`config.mk`:
```
export PLATFORM = sky130hd
export DESIGN_NAME = sorted_card_hand_store
export DESIGN_NICKNAME = d
export VERILOG_FILES = /design/src/hw/rtl/schs_pkg.sv /design/src/hw/rtl/sorted_card_hand_store.sv /design/src/hw/rtl/schs_cell.sv
export SDC_FILE = /design/constraint.sdc
export NUM_CORES = 1
export LEC_CHECK = 0
export BUFFER_PORTS_ARGS = -buffer_cell sky130_fd_sc_hd__buf_4
export CORE_UTILIZATION = 45
export DETAILED_ROUTE_END_ITERATION = 12
export PLACE_DENSITY_LB_ADDON = 0.3
export RECOVER_POWER = 25
export SYNTH_ARGS = -nofsm -noshare
export SYNTH_HDL_FRONTEND = slang
export SYNTH_HIERARCHICAL = 1
export SYNTH_SLANG_ARGS = --single-unit
```
`constraint.sdc`:
```
create_clock -name aclk -period 6.5 [get_ports aclk]
set_input_delay 1.3 -clock aclk [delete_from_list [all_inputs] [get_ports aclk]]
set_output_delay 1.3 -clock aclk [all_outputs]
set_load 0.01 [all_outputs]
```
`src/hw/rtl/schs_pkg.sv`:
```
// types, request and status codes shared by the card hand store modules
package schs_pkg;

    localparam int HAND_SIZE = 8;
    localparam int IDX_W     = (HAND_SIZE > 1) ? $clog2(HAND_SIZE) : 1;
    localparam int CNT_W     = $clog2(HAND_SIZE + 1);
    localparam int KEY_W     = 6;
    localparam int VALUE_W   = 4;
    localparam int SUIT_W    = 2;
    localparam int SLOT_W    = 3;
    localparam int REQ_W     = 2;
    localparam int STATUS_W  = 2;
    localparam int COUNT_W   = 4;

    localparam logic [REQ_W-1:0] REQ_INSERT    = 2'd0;
    localparam logic [REQ_W-1:0] REQ_REM_MATCH = 2'd1;
    localparam logic [REQ_W-1:0] REQ_REM_SLOT  = 2'd2;
    localparam logic [REQ_W-1:0] REQ_CLEAR     = 2'd3;

    localparam logic [STATUS_W-1:0] ST_OK        = 2'd0;
    localparam logic [STATUS_W-1:0] ST_FULL      = 2'd1;
    localparam logic [STATUS_W-1:0] ST_NOT_FOUND = 2'd2;
    localparam logic [STATUS_W-1:0] ST_BAD_SLOT  = 2'd3;

    // sort key: value in the upper bits, suit in the lower bits
    typedef logic [KEY_W-1:0] card_t;

    // command broadcast to every cell of the row
    typedef struct packed {
        logic              enable;
        logic [REQ_W-1:0]  op;
        card_t             key;
        logic [SLOT_W-1:0] slot;
        logic [CNT_W-1:0]  count;
        logic              full;
        logic              found;
        logic              slot_ok;
    } cell_cmd_t;

endpackage

```
`src/hw/rtl/sorted_card_hand_store.sv`:
```
// top level of the sorted card hand store: cell row, count and result register
//
//  channel  | dir | tdata (low bit up)                           | tuser
//  s_       | in  | card_value[3:0] card_suit[5:4] slot_idx[8:6] | req_type[1:0]
//  m_       | out | out_value[3:0] out_suit[5:4] card_count[9:6] | status[1:0]
//
// one item per cycle while s_tready is high: every cell compares and shifts in the cycle of acceptance
// the result appears in the output register in the cycle after acceptance
// aresetn clears the count and the output valid; cell contents are not reset
// s_tready is high while the output register is empty or being taken
module sorted_card_hand_store import schs_pkg::*; (
    input  logic        aclk,
    input  logic        aresetn,
    input  logic        s_tvalid,
    output logic        s_tready,
    input  logic [15:0] s_tdata,   // card_value, card_suit, slot_index
    input  logic [1:0]  s_tuser,   // req_type
    output logic        m_tvalid,
    input  logic        m_tready,
    output logic [15:0] m_tdata,   // out_value, out_suit, card_count
    output logic [1:0]  m_tuser    // status
);

    logic                accept;
    logic [REQ_W-1:0]    req_type;
    logic [VALUE_W-1:0]  card_value;
    logic [SUIT_W-1:0]   card_suit;
    logic [SLOT_W-1:0]   slot_index;

    logic [CNT_W-1:0]    count_reg;
    logic [CNT_W-1:0]    count_next;
    logic                m_tvalid_reg;
    logic [STATUS_W-1:0] status_reg;
    logic [STATUS_W-1:0] status_next;
    card_t               removed_reg;
    card_t               removed_next;
    logic [COUNT_W-1:0]  card_count_reg;

    cell_cmd_t           cmd;
    card_t               entry_vec [HAND_SIZE];
    logic [HAND_SIZE-1:0] le_vec;
    logic [HAND_SIZE-1:0] eq_vec;

    assign req_type   = s_tuser[1:0];
    assign card_value = s_tdata[3:0];
    assign card_suit  = s_tdata[5:4];
    assign slot_index = s_tdata[8:6];

    assign s_tready = !m_tvalid_reg || m_tready;
    assign accept   = s_tvalid && s_tready;

    always_comb begin
        cmd.enable  = accept;
        cmd.op      = req_type;
        cmd.key     = {card_value, card_suit};
        cmd.slot    = slot_index;
        cmd.count   = count_reg;
        cmd.full    = int'(count_reg) >= HAND_SIZE;
        cmd.found   = |eq_vec;
        cmd.slot_ok = int'(slot_index) < int'(count_reg);
    end

    for (genvar i = 0; i < HAND_SIZE; i++) begin : g_cell
        card_t left_entry;
        logic  left_le;
        card_t right_entry;

        if (i == 0) begin : g_first
            assign left_entry = '0;
            assign left_le    = 1'b1;
        end else begin : g_mid
            assign left_entry = entry_vec[i-1];
            assign left_le    = le_vec[i-1];
        end

        if (i == HAND_SIZE - 1) begin : g_last
            assign right_entry = '0;
        end else begin : g_upper
            assign right_entry = entry_vec[i+1];
        end

        schs_cell u_cell (
            .aclk        (aclk),
            .cmd         (cmd),
            .cell_idx    (IDX_W'(i)),
            .left_entry  (left_entry),
            .left_le     (left_le),
            .right_entry (right_entry),
            .entry       (entry_vec[i]),
            .le          (le_vec[i]),
            .eq          (eq_vec[i])
        );
    end

    always_comb begin
        count_next   = count_reg;
        status_next  = ST_OK;
        removed_next = '0;
        case (req_type)
            REQ_INSERT: begin
                if (cmd.full) begin
                    status_next = ST_FULL;
                end else begin
                    count_next = count_reg + 1'b1;
                end
            end
            REQ_REM_MATCH: begin
                if (cmd.found) begin
                    removed_next = cmd.key;
                    count_next   = count_reg - 1'b1;
                end else begin
                    status_next = ST_NOT_FOUND;
                end
            end
            REQ_REM_SLOT: begin
                if (cmd.slot_ok) begin
                    removed_next = entry_vec[IDX_W'(slot_index)];
                    count_next   = count_reg - 1'b1;
                end else begin
                    status_next = ST_BAD_SLOT;
                end
            end
            REQ_CLEAR: begin
                count_next = '0;
            end
            default: begin
                count_next = count_reg;
            end
        endcase
    end

    always_ff @(posedge aclk) begin
        if (!aresetn) begin
            count_reg    <= '0;
            m_tvalid_reg <= 1'b0;
        end else begin
            if (accept) begin
                count_reg    <= count_next;
                m_tvalid_reg <= 1'b1;
            end else if (m_tready) begin
                m_tvalid_reg <= 1'b0;
            end
        end
    end

    always_ff @(posedge aclk) begin
        if (accept) begin
            status_reg     <= status_next;
            removed_reg    <= removed_next;
            card_count_reg <= COUNT_W'(count_next);
        end
    end

    assign m_tvalid = m_tvalid_reg;
    assign m_tuser  = status_reg;
    assign m_tdata  = {6'd0, card_count_reg, removed_reg[SUIT_W-1:0],
                       removed_reg[KEY_W-1:SUIT_W]};

`ifndef NO_ASSERTIONS
    a_count_range: assert property (@(posedge aclk) disable iff (!aresetn)
        int'(count_reg) <= HAND_SIZE)
        else $error("card count above hand size");

    a_ready_when_empty: assert property (@(posedge aclk) disable iff (!aresetn)
        !m_tvalid_reg |-> s_tready)
        else $error("input stalled with empty output register");

    a_clear_empties: assert property (@(posedge aclk) disable iff (!aresetn)
        (accept && req_type == REQ_CLEAR) |=> (count_reg == '0 && card_count_reg == '0))
        else $error("clear left cards behind");

    a_full_status: assert property (@(posedge aclk) disable iff (!aresetn)
        (accept && req_type == REQ_INSERT && int'(count_reg) >= HAND_SIZE)
        |=> (status_reg == ST_FULL && $stable(count_reg)))
        else $error("insert into full list changed the count");
`endif

endmodule

```
`src/hw/rtl/schs_cell.sv`:
```
// one slot of the sorted row: holds a card and shifts to or from its neighbors
module schs_cell import schs_pkg::*; (
    input  logic             aclk,
    input  cell_cmd_t        cmd,
    input  logic [IDX_W-1:0] cell_idx,
    input  card_t            left_entry,
    input  logic             left_le,
    input  card_t            right_entry,
    output card_t            entry,
    output logic             le,
    output logic             eq
);

    card_t entry_reg;
    card_t entry_next;
    logic  valid;
    logic  lt;

    assign valid = int'(cell_idx) < int'(cmd.count);
    assign le    = valid && (entry_reg <= cmd.key);
    assign lt    = valid && (entry_reg < cmd.key);
    assign eq    = valid && (entry_reg == cmd.key);
    assign entry = entry_reg;

    always_comb begin
        entry_next = entry_reg;
        case (cmd.op)
            REQ_INSERT: begin
                // cells past the insert point take their left neighbor; the first of them takes the new key
                if (!cmd.full && !le) begin
                    entry_next = left_le ? cmd.key : left_entry;
                end
            end
            REQ_REM_MATCH: begin
                // sorted row: the match and everything above it close up
                if (cmd.found && !lt) begin
                    entry_next = right_entry;
                end
            end
            REQ_REM_SLOT: begin
                if (cmd.slot_ok && int'(cell_idx) >= int'(cmd.slot)) begin
                    entry_next = right_entry;
                end
            end
            default: begin
                entry_next = entry_reg;
            end
        endcase
    end

    always_ff @(posedge aclk) begin
        if (cmd.enable) begin
            entry_reg <= entry_next;
        end
    end

endmodule
```
Yosys cells after proc, flatten, opt, wreduce, memory -nomap -nowiden
Index checks and enable logic that the tools add are counted.
{"block": "totals", "out_inout_bits": 20, "input_bits": 22, "register_bits": 65}
{"block": "op_classes", "n_bitwise": 1, "n_reduce_logical": 80, "mux": 55, "add_sub_neg": 2, "n_eq_ne": 35, "order_cmp": 35}
{"op": "$mux W6", "n": 35}
{"op": "$pmux W6 S3", "n": 8}
{"op": "$logic_and A1 B1 Y1", "n": 49}
{"op": "$eq A6 B6 Y1", "n": 8}
{"op": "$le A6 B6 Y1", "n": 8}
{"op": "$lt A6 B6 Y1", "n": 8}
{"op": "$ne A2 B1 Y1 const B", "n": 24}
{"op": "$reduce_and A5 Y1", "n": 8}
{"op": "$bmux W6 S3", "n": 1}
{"op": "$logic_not A1 Y1", "n": 18}
{"op": "$lt A3 B4 Y1 const A", "n": 4}
{"op": "$pmux W4 S4", "n": 1}
{"op": "$ge A3 B3 Y1 const A", "n": 4}
{"op": "$mux W4", "n": 3}
{"op": "$pmux W6 S2", "n": 1}
{"op": "$ge A4 B4 Y1 const B", "n": 2}
{"op": "$lt A1 B4 Y1 const A", "n": 2}
{"op": "$lt A2 B4 Y1 const A", "n": 2}
{"op": "$reduce_or A8 Y1", "n": 1}
{"op": "$ge A1 B3 Y1 const A", "n": 2}
{"op": "$ge A2 B3 Y1 const A", "n": 2}
{"op": "$pmux W2 S3", "n": 1}
{"op": "$add A4 B1 Y4 const B", "n": 1}
{"op": "$eq A2 B2 Y1 const B", "n": 2}
{"op": "10 further kinds", "n": 13}

Logic depth before layout (Yosys ltp)
Gate-level depths: netlist (run 1).
{"block": "logic_depth", "ltp_word": 6, "mapped_depth": 12, "depth_no_buf": 11}

Cells and area by module
Netlist (run 1), hierarchy kept.
{"mod": "schs_cell at g_cell[1].u_cell ...", "area_per_inst_um2": 683.2, "cells_per_inst": 80, "seq_area_each_um2": 180.2, "instances": 7}
{"mod": "sorted_card_hand_store", "area_per_inst_um2": 1491.4, "cells_per_inst": 150, "seq_area_each_um2": 460.4, "instances": 1}
{"mod": "schs_cell at g_cell[0].u_cell", "area_per_inst_um2": 691.9, "cells_per_inst": 80, "seq_area_each_um2": 180.2, "instances": 1}

Worst setup path before layout (run 1)
OpenSTA, ideal clock, no wires.
{"block": "synth_timing", "path_kind": "input-to-reg", "start": "input port s_tdata[3]", "end": "register g_cell[1].u_cell.entry_reg[0], enable pin", "t_arrival_ps": 3312, "path_slack_ps": 2812, "setup_time_ps": 377, "cell_stages": 11, "cell_sequence": "inv_1 > ha_1 > nand4_1 > nor2_1 > a21boi_2 > or4_4 > nor2_4 > inv_2 > o22ai_1 > or3_1 > nor3_1"}
{"item": "start: declaration", "line": "sorted_card_hand_store.sv:16", "rtl": "input logic [15:0] s_tdata,"}
{"item": "end signal: assignment", "line": "schs_cell.sv:53", "rtl": "entry_reg <= entry_next;"}
{"item": "end: declaration", "line": "schs_cell.sv:14", "rtl": "card_t entry_reg;"}

==> results of run 1 <==
## worst paths after layout
path / start / to / slack (ns) / depth (start not counted)
min reg2reg: m_tvalid / m_tvalid / 0.55 / 2
min: m_tvalid / m_tvalid / 0.55 / 2
max reg2reg: count_reg[1] / g_cell[7].u_cell/entry[5] / 2.75 / 11
max: s_tdata[1] / g_cell[7].u_cell/entry[5] / 2.23 / 12
## power by group
part           internal (mW)  total (mW)  switching [mW]
Combinational          0.161       0.392           0.232
Sequential             0.501       0.530          0.0291
Clock                  0.255       0.443           0.189
Total                  0.917        1.37           0.449
## cell type report
| class | count | area, um2 |
|---|---|---|
| clock buffer | 10 | 229 |
| tap | 188 | 235 |
| multi-input combinational | 622 | 4640 |
| clock inverter | 6 | 35.0 |
| sequential | 65 | 1900 |
| inverter | 136 | 510 |
| timing repair buffer | 30 | 165 |
| fill | 1449 | 7430 |
## stage by stage
step                      worst slack (ns)   util
final                                 2.23  0.509
after global routing                  1.84  0.509
after CTS                             2.21  0.513
after detailed placement              1.86  0.496
after global placement                1.87  0.496
after floorplan                       2.81      -
## layer usage
layer / vias up / routed length [um] / global-route usage
met5: - / 0 / 0
met4: 0 / 176 / 0.0609
met3: 12 / 381 / 0.0270
met2: 69 / 7560 / 0.366
met1: 2542 / 7280 / 0.257
li1: 2873 / - / -
## worst min-delay path: stages, from the launching register on
cell,delay [ns]
dfxtp_1,0.31
nand2b_1,0.10
a21boi_0,0.09
==> impl_metrics.json, run 1 <==
{
  "status": "finished clean",
  "clk_path_buf_depth": 2,
  "clkTransAtPathRegs_ns": 0.06,
  "placed_cells": 1041,
  "relSlewSlack": 0.269,
  "finClkSkew_ns": 0.0103,
  "grt_use_total": 0.205,
  "gr-total-overflow": 0,
  "drc": 0,
  "tritoncts": "yes",
  "largest_reg_flops": 48,
  "cp_top_family": "simple AND/OR/NAND/NOR gates",
  "die_x_um": 126,
  "antenna_found_initial": 0,
  "crit_type": "primary input to flip-flop",
  "port-buffer-count": 28,
  "power.density_mw_per_mm2": 177,
  "core_area_mm2": 0.0151,
  "avgSynthCellArea_um2": 8.82,
  "finalNonFillerCells": 1057,
  "htreeDepth": 3,
  "drt_wl_total_mm": 15.4,
  "mostFrequentLayoutCells": "inv_1, ha_1, nand2_1",
  "design_area_mm2": 0.00771,
  "holdWs_ns": 0.551,
  "tightest_slew_ns": 1.10,
  "layout_commonest_cell": "inv_1",
  "start_kind": "primary input",
  "dieArea_mm2": 0.0160,
  "drive_gt1_frac": 0.0644,
  "clock_latency_ns": 0.34,
  "grt_pass1_wl_mm": 25.7,
  "max_freq_ghz": 0.234,
  "area_delta_synth_final_pct": 10.8,
  "mappedNetlistArea_mm2": 0.00696,
  "gp_congestion": 0.794,
  "route.antenna.remaining_nets": 0,
  "vias": 5496,
  "dpl.hpwl_mm": 12.1,
  "drv_slew": 0,
  "place_area_mm2": 0.00751,
  "cts_setup_buffers": 0,
  "path_cells": "buf_4, inv_1, ha_1, and4_1, nand3_1, nor2_1, or4_4, nor2_4, inv_2, o22ai_1, or3_1, nor3_1",
  "netlist_instances": 789,
  "io_pins": 42,
  "max-cap-violations": 0,
  "tns_ns": 0,
  "grt_pass1_vias": 5305,
  "cp.required_ns": 6.46,
  "slowest_delay_ns": 0.82,
  "min_path_type": "flip-flop to flip-flop",
  "max-vdd-ir-drop_uv": 131,
  "start_util": 0.460,
  "wl_per_cell_um": 14.6,
  "rows": 45,
  "cts_resized": 0,
  "layout_worst_path_cycle_share": 0.657,
  "power_mw": 1.37,
  "setup_viol": 0,
  "slowest_stage": "nor3_1",
  "die_y_um": 126,
  "cts_hold_buf": 0,
  "cts_sinks": 65,
  "finalHoldViolCount": 0,
  "p_leak_nw": 3.52,
  "via_per_inst": 5.20,
  "diodes": 0,
  "drt_first_iter_violations": 352,
  "cts-root-buf": "clkbuf_16",
  "critPathMaxFanout": 17,
  "crit_buf_inv": 3,
  "nets": 1007,
  "grt_max_degree": 27,
  "worstPathArrival_ns": 4.23,
  "end_kind": "flip-flop",
  "firstDrtPassIters": 5,
  "yosys_warnings": 6,
  "cts_buffers": 9,
  "period_minus_slack_ns": 4.27,
  "rsz0062_at_grt": "false"
}
Power figures use the tool's default switching activity.
==> run 2, diff against run 1 <==
Clock period 6.5 ns to 4 ns, I/O delays scaled along.
==> impl_metrics.json, run 2 (same netlist as run 1, synthesis figures left out) <==
{
  "status": "finished, violations left",
  "violations": "design-rule violations",
  "cts_setup_buffers": 0,
  "grt_pass1_vias": 5460,
  "nets": 1021,
  "power.density_mw_per_mm2": 302,
  "mostFrequentLayoutCells": "inv_1, ha_1, nand2_1",
  "cp_top_family": "simple AND/OR/NAND/NOR gates",
  "relSlewSlack": 0.335,
  "min_path_type": "flip-flop to flip-flop",
  "cp.required_ns": 4.06,
  "drive_gt1_frac": 0.0815,
  "grt_max_degree": 23,
  "fin_ws_ns": 0.742,
  "tns_ns": 0,
  "dieArea_mm2": 0.0160,
  "drt_first_iter_violations": 223,
  "cts_resized": 0,
  "drv_slew": 0,
  "max_freq_ghz": 0.307,
  "route.antenna.remaining_nets": 0,
  "drc": 2,
  "placed_cells": 1055,
  "rsz0062_at_grt": "false",
  "slowest_stage": "dfxtp_1",
  "diodes": 0,
  "max-vdd-ir-drop_uv": 187,
  "via_per_inst": 5.19,
  "finalNonFillerCells": 1071,
  "cts_sinks": 65,
  "core_area_mm2": 0.0151,
  "layout_commonest_cell": "inv_1",
  "tightest_slew_ns": 0.998,
  "cts_hold_buf": 0,
  "crit_buf_inv": 3,
  "start_kind": "flip-flop",
  "port-buffer-count": 28,
  "cts_buffers": 9,
  "gr-total-overflow": 0,
  "vias": 5561,
  "p_leak_nw": 3.62,
  "rows": 45,
  "period_minus_slack_ns": 3.26,
  "area_delta_synth_final_pct": 13.1,
  "setup_viol": 0,
  "tritoncts": "yes",
  "dpl.hpwl_mm": 12.3,
  "crit_type": "flip-flop to flip-flop",
  "pre_cts_ws_ns": 0.384,
  "largest_reg_flops": 48,
  "firstDrtPassIters": 8,
  "htreeDepth": 3,
  "gp_congestion": 0.831,
  "antenna_found_initial": 0,
  "finalHoldViolCount": 0,
  "holdWs_ns": 0.544,
  "path_cells": "inv_1, ha_1, a211oi_1, nor3_2, nor2_1, or4_4, nor2_4, inv_2, o22ai_1, or3_1, nor3_1, buf_4",
  "clk_path_buf_depth": 2,
  "clock_latency_ns": 0.35,
  "die_y_um": 126,
  "die_x_um": 126,
  "max-cap-violations": 0,
  "cts-root-buf": "clkbuf_16",
  "end_kind": "flip-flop",
  "wl_per_cell_um": 14.4,
  "layout_worst_path_cycle_share": 0.815,
  "critPathMaxFanout": 15,
  "slowest_delay_ns": 0.68,
  "grt_pass1_wl_mm": 26.3,
  "finClkSkew_ns": 0.00585,
  "drt_wl_total_mm": 15.5,
  "clkTransAtPathRegs_ns": 0.06,
  "io_pins": 42,
  "worstPathArrival_ns": 3.31,
  "grt_use_total": 0.210,
  "start_util": 0.460
}
run 2: changes by cell type in the layout (fill, tap and decap cells not counted):
cell | previous run | this run
clkinv_4 | 0 | 1
clkbuf_1 | 17 | 16
clkinvlp_4 | 3 | 1
clkinv_1 | 2 | 1
buf_4 | 13 | 27
inv_6 | 0 | 1
bufinv_16 | 0 | 2
run 2: per-stage QoR:
stage	utilization	area, um2	power [mW]
2_1_floorplan	-	7200	1.35
3_3_place_gp	0.503	7610	1.52
3_5_place_dp	0.503	7610	1.54
4_1_cts	0.524	7930	2.41
5_1_grt	0.520	7870	2.53
6_report	0.520	7870	2.38
run 2: final timing paths:
check,from,endpoint,slack [ns],depth (start not counted)
min,m_tvalid,m_tvalid,0.54,2
max reg2reg,count_reg[1],g_cell[7].u_cell/entry[5],0.74,12
min reg2reg,m_tvalid,m_tvalid,0.54,2
max,count_reg[1],g_cell[7].u_cell/entry[5],0.74,12
run 2: area by class of cell:
| cell class | instances | area [um2] |
|---|---|---|
| Fill cell | 1407 | 7270 |
| Timing Repair Buffer | 44 | 270 |
| Tap cell | 188 | 235 |
| Inverter | 136 | 510 |
| Multi-Input combinational cell | 622 | 4640 |
| Sequential cell | 65 | 1900 |
| Clock buffer | 9 | 225 |
| Clock inverter | 7 | 93.8 |
run 2: tightest hold or removal path, cell delays in order, from the launching register on:
cell	delay, ns
dfxtp_1	0.31
nand2b_1	0.10
a21boi_0	0.09
run 2: report_power, final:
part           internal [mW]  switching, mW  total (mW)  leakage, nW
Clock                  0.545          0.316       0.861        0.153
Combinational          0.279          0.375       0.655         2.86
Sequential             0.814         0.0511       0.865        0.606
Total                   1.64          0.742        2.38         3.62
run 2: metal layers:
layer / vias to the layer above / wire, um / GRT usage
li1: 2904 / - / -
met1: 2573 / 7270 / 0.265
met2: 67 / 7520 / 0.369
met3: 17 / 471 / 0.0375
met4: 0 / 201 / 0.0517
met5: - / 0 / 0
==> run 3, diff against run 2 <==
Clock period 4 ns to 2.85 ns, I/O delays scaled along.
==> impl_metrics.json, run 3 (same netlist as run 1, synthesis figures left out) <==
{
  "status": "finished clean",
  "clk_path_buf_depth": 2,
  "slowest_stage": "or3_1",
  "gp_congestion": 0.869,
  "swShare": 0.323,
  "grt_pass1_wl_mm": 29.0,
  "io_pins": 42,
  "clock_latency_ns": 0.35,
  "finalHoldViolCount": 0,
  "start_kind": "primary input",
  "grt_max_degree": 23,
  "drive_gt1_frac": 0.182,
  "max-vdd-ir-drop_uv": 314,
  "max_freq_ghz": 0.365,
  "core_area_mm2": 0.0151,
  "wl_per_cell_um": 15.1,
  "finClkSkew_ns": 0.00702,
  "crit_type": "primary input to flip-flop",
  "cts_sinks": 65,
  "combPwrFrac": 0.327,
  "seqPwrFrac": 0.345,
  "power.density_mw_per_mm2": 398,
  "nets": 1104,
  "cts-root-buf": "clkbuf_16",
  "multi_input_area_mm2": 0.00473,
  "path_cells": "buf_6, inv_1, ha_4, nand4_1, nor2_2, a21boi_4, or4_4, nor2_4, inv_4, o22ai_1, or3_1, nor3_2, buf_4",
  "cp.required_ns": 2.91,
  "dieArea_mm2": 0.0160,
  "tritoncts": "yes",
  "tns_ns": 0,
  "tightest_slew_ns": 0.843,
  "die_x_um": 126,
  "setup_viol": 0,
  "start_util": 0.460,
  "firstDrtPassIters": 4,
  "drv_slew": 0,
  "via_per_inst": 5.13,
  "holdWs_ns": 0.481,
  "clkTransAtPathRegs_ns": 0.06,
  "crit_buf_inv": 4,
  "clkPwrFrac": 0.327,
  "largest_reg_flops": 48,
  "layout_worst_path_cycle_share": 0.961,
  "min_path_type": "primary input to flip-flop",
  "gr-total-overflow": 0,
  "htreeDepth": 3,
  "die_y_um": 126,
  "port-buffer-count": 28,
  "rows": 45,
  "relSlewSlack": 0.438,
  "regArea_mm2": 0.00191,
  "diodes": 0,
  "cts_buffers": 9,
  "end_kind": "flip-flop",
  "netSwitchingPower_mw": 1.11,
  "vias": 5921,
  "mostFrequentLayoutCells": "inv_1, ha_1, buf_4",
  "max-cap-violations": 0,
  "area_delta_synth_final_pct": 23.9,
  "dpl.hpwl_mm": 13.8,
  "route.antenna.remaining_nets": 0,
  "drt_wl_total_mm": 17.4,
  "antenna_found_initial": 0,
  "drc": 0,
  "period_minus_slack_ns": 2.74,
  "worstPathArrival_ns": 2.80,
  "layout_commonest_cell": "inv_1",
  "grt_pass1_vias": 5997,
  "cp_top_family": "simple AND/OR/NAND/NOR gates",
  "fillCellCount": 1397,
  "critPathMaxFanout": 13,
  "slowest_delay_ns": 0.40,
  "cts_hold_buf": 0,
  "p_int_mw": 2.33,
  "drt_first_iter_violations": 274,
  "p_leak_nw": 4.02,
  "grt_use_total": 0.235
}
## run 3: cell types whose count changed in the layout (fill, tap and decap cells not counted), moves of 3 or more
cell / delta
buf_4: +79
nor3_1: -7
o21ai_1: +6
o21ai_0: -6
dfxtp_1: -3
buf_6: +4
nor3_2: +7
## run 3: tightest hold or removal path, delay by kind of cell
| family | cells | cell delay, ns |
|---|---|---|
| AOI/OAI and AO/OA | 1 | 0.06 |
| buffers and inverters | 2 | 0.15 |
## run 3: layout make-up
class | instances | area share
tap | 188 | 0.0273
multi-input combinational | 622 | 0.549
inverter | 136 | 0.0595
clock buffer | 9 | 0.0261
sequential | 65 | 0.222
timing repair buffer | 127 | 0.109
clock inverter | 7 | 0.00798
## run 3: metal layers
layer,routed length [um],GRT usage
met1,7630,0.284
met2,8890,0.422
met3,669,0.0375
met4,233,0.0801
met5,0,0
## run 3: path summary, 6_finish.rpt
kind                              from                   endpoint  slack (ns)  cells past startpoint
max reg2reg  g_cell[0].u_cell/entry[3]  g_cell[4].u_cell/entry[3]        0.11                     11
max                         s_tdata[1]  g_cell[4].u_cell/entry[3]        0.11                     13
min reg2reg                   m_tvalid                   m_tvalid        0.54                      2
min                           s_tvalid                   m_tvalid        0.48                      3
## run 3: timing repair
action / in CTS / in global routing
pin swaps: 0 / 3
cloned: 0 / 0
gates resized for setup: 6 / 19
setup endpoints to repair: 56 / 58
buffers inserted: 1 / 3
## run 3: power by group through the flow
stage               combinational, mW  sequential, mW  clock (mW)
floorplan                       0.688            1.21           0
global placement                 1.08            1.21           0
detailed placement               1.10            1.21           0
CTS                              1.11            1.19        1.16
global route                     1.26            1.19        1.18
finish                           1.12            1.19        1.13
## run 3: stage by stage
stage	cells	power, mW	utilization	area [um2]	setup slack (ns)
floorplan	854	1.90	-	7240	0.0353
global placement	1134	2.29	0.546	8270	-0.369
detailed placement	1134	2.31	0.546	8270	-0.393
CTS	1151	3.46	0.566	8580	0.00207
global route	1154	3.64	0.569	8620	-0.0257
finish	1154	3.44	0.569	8620	0.111
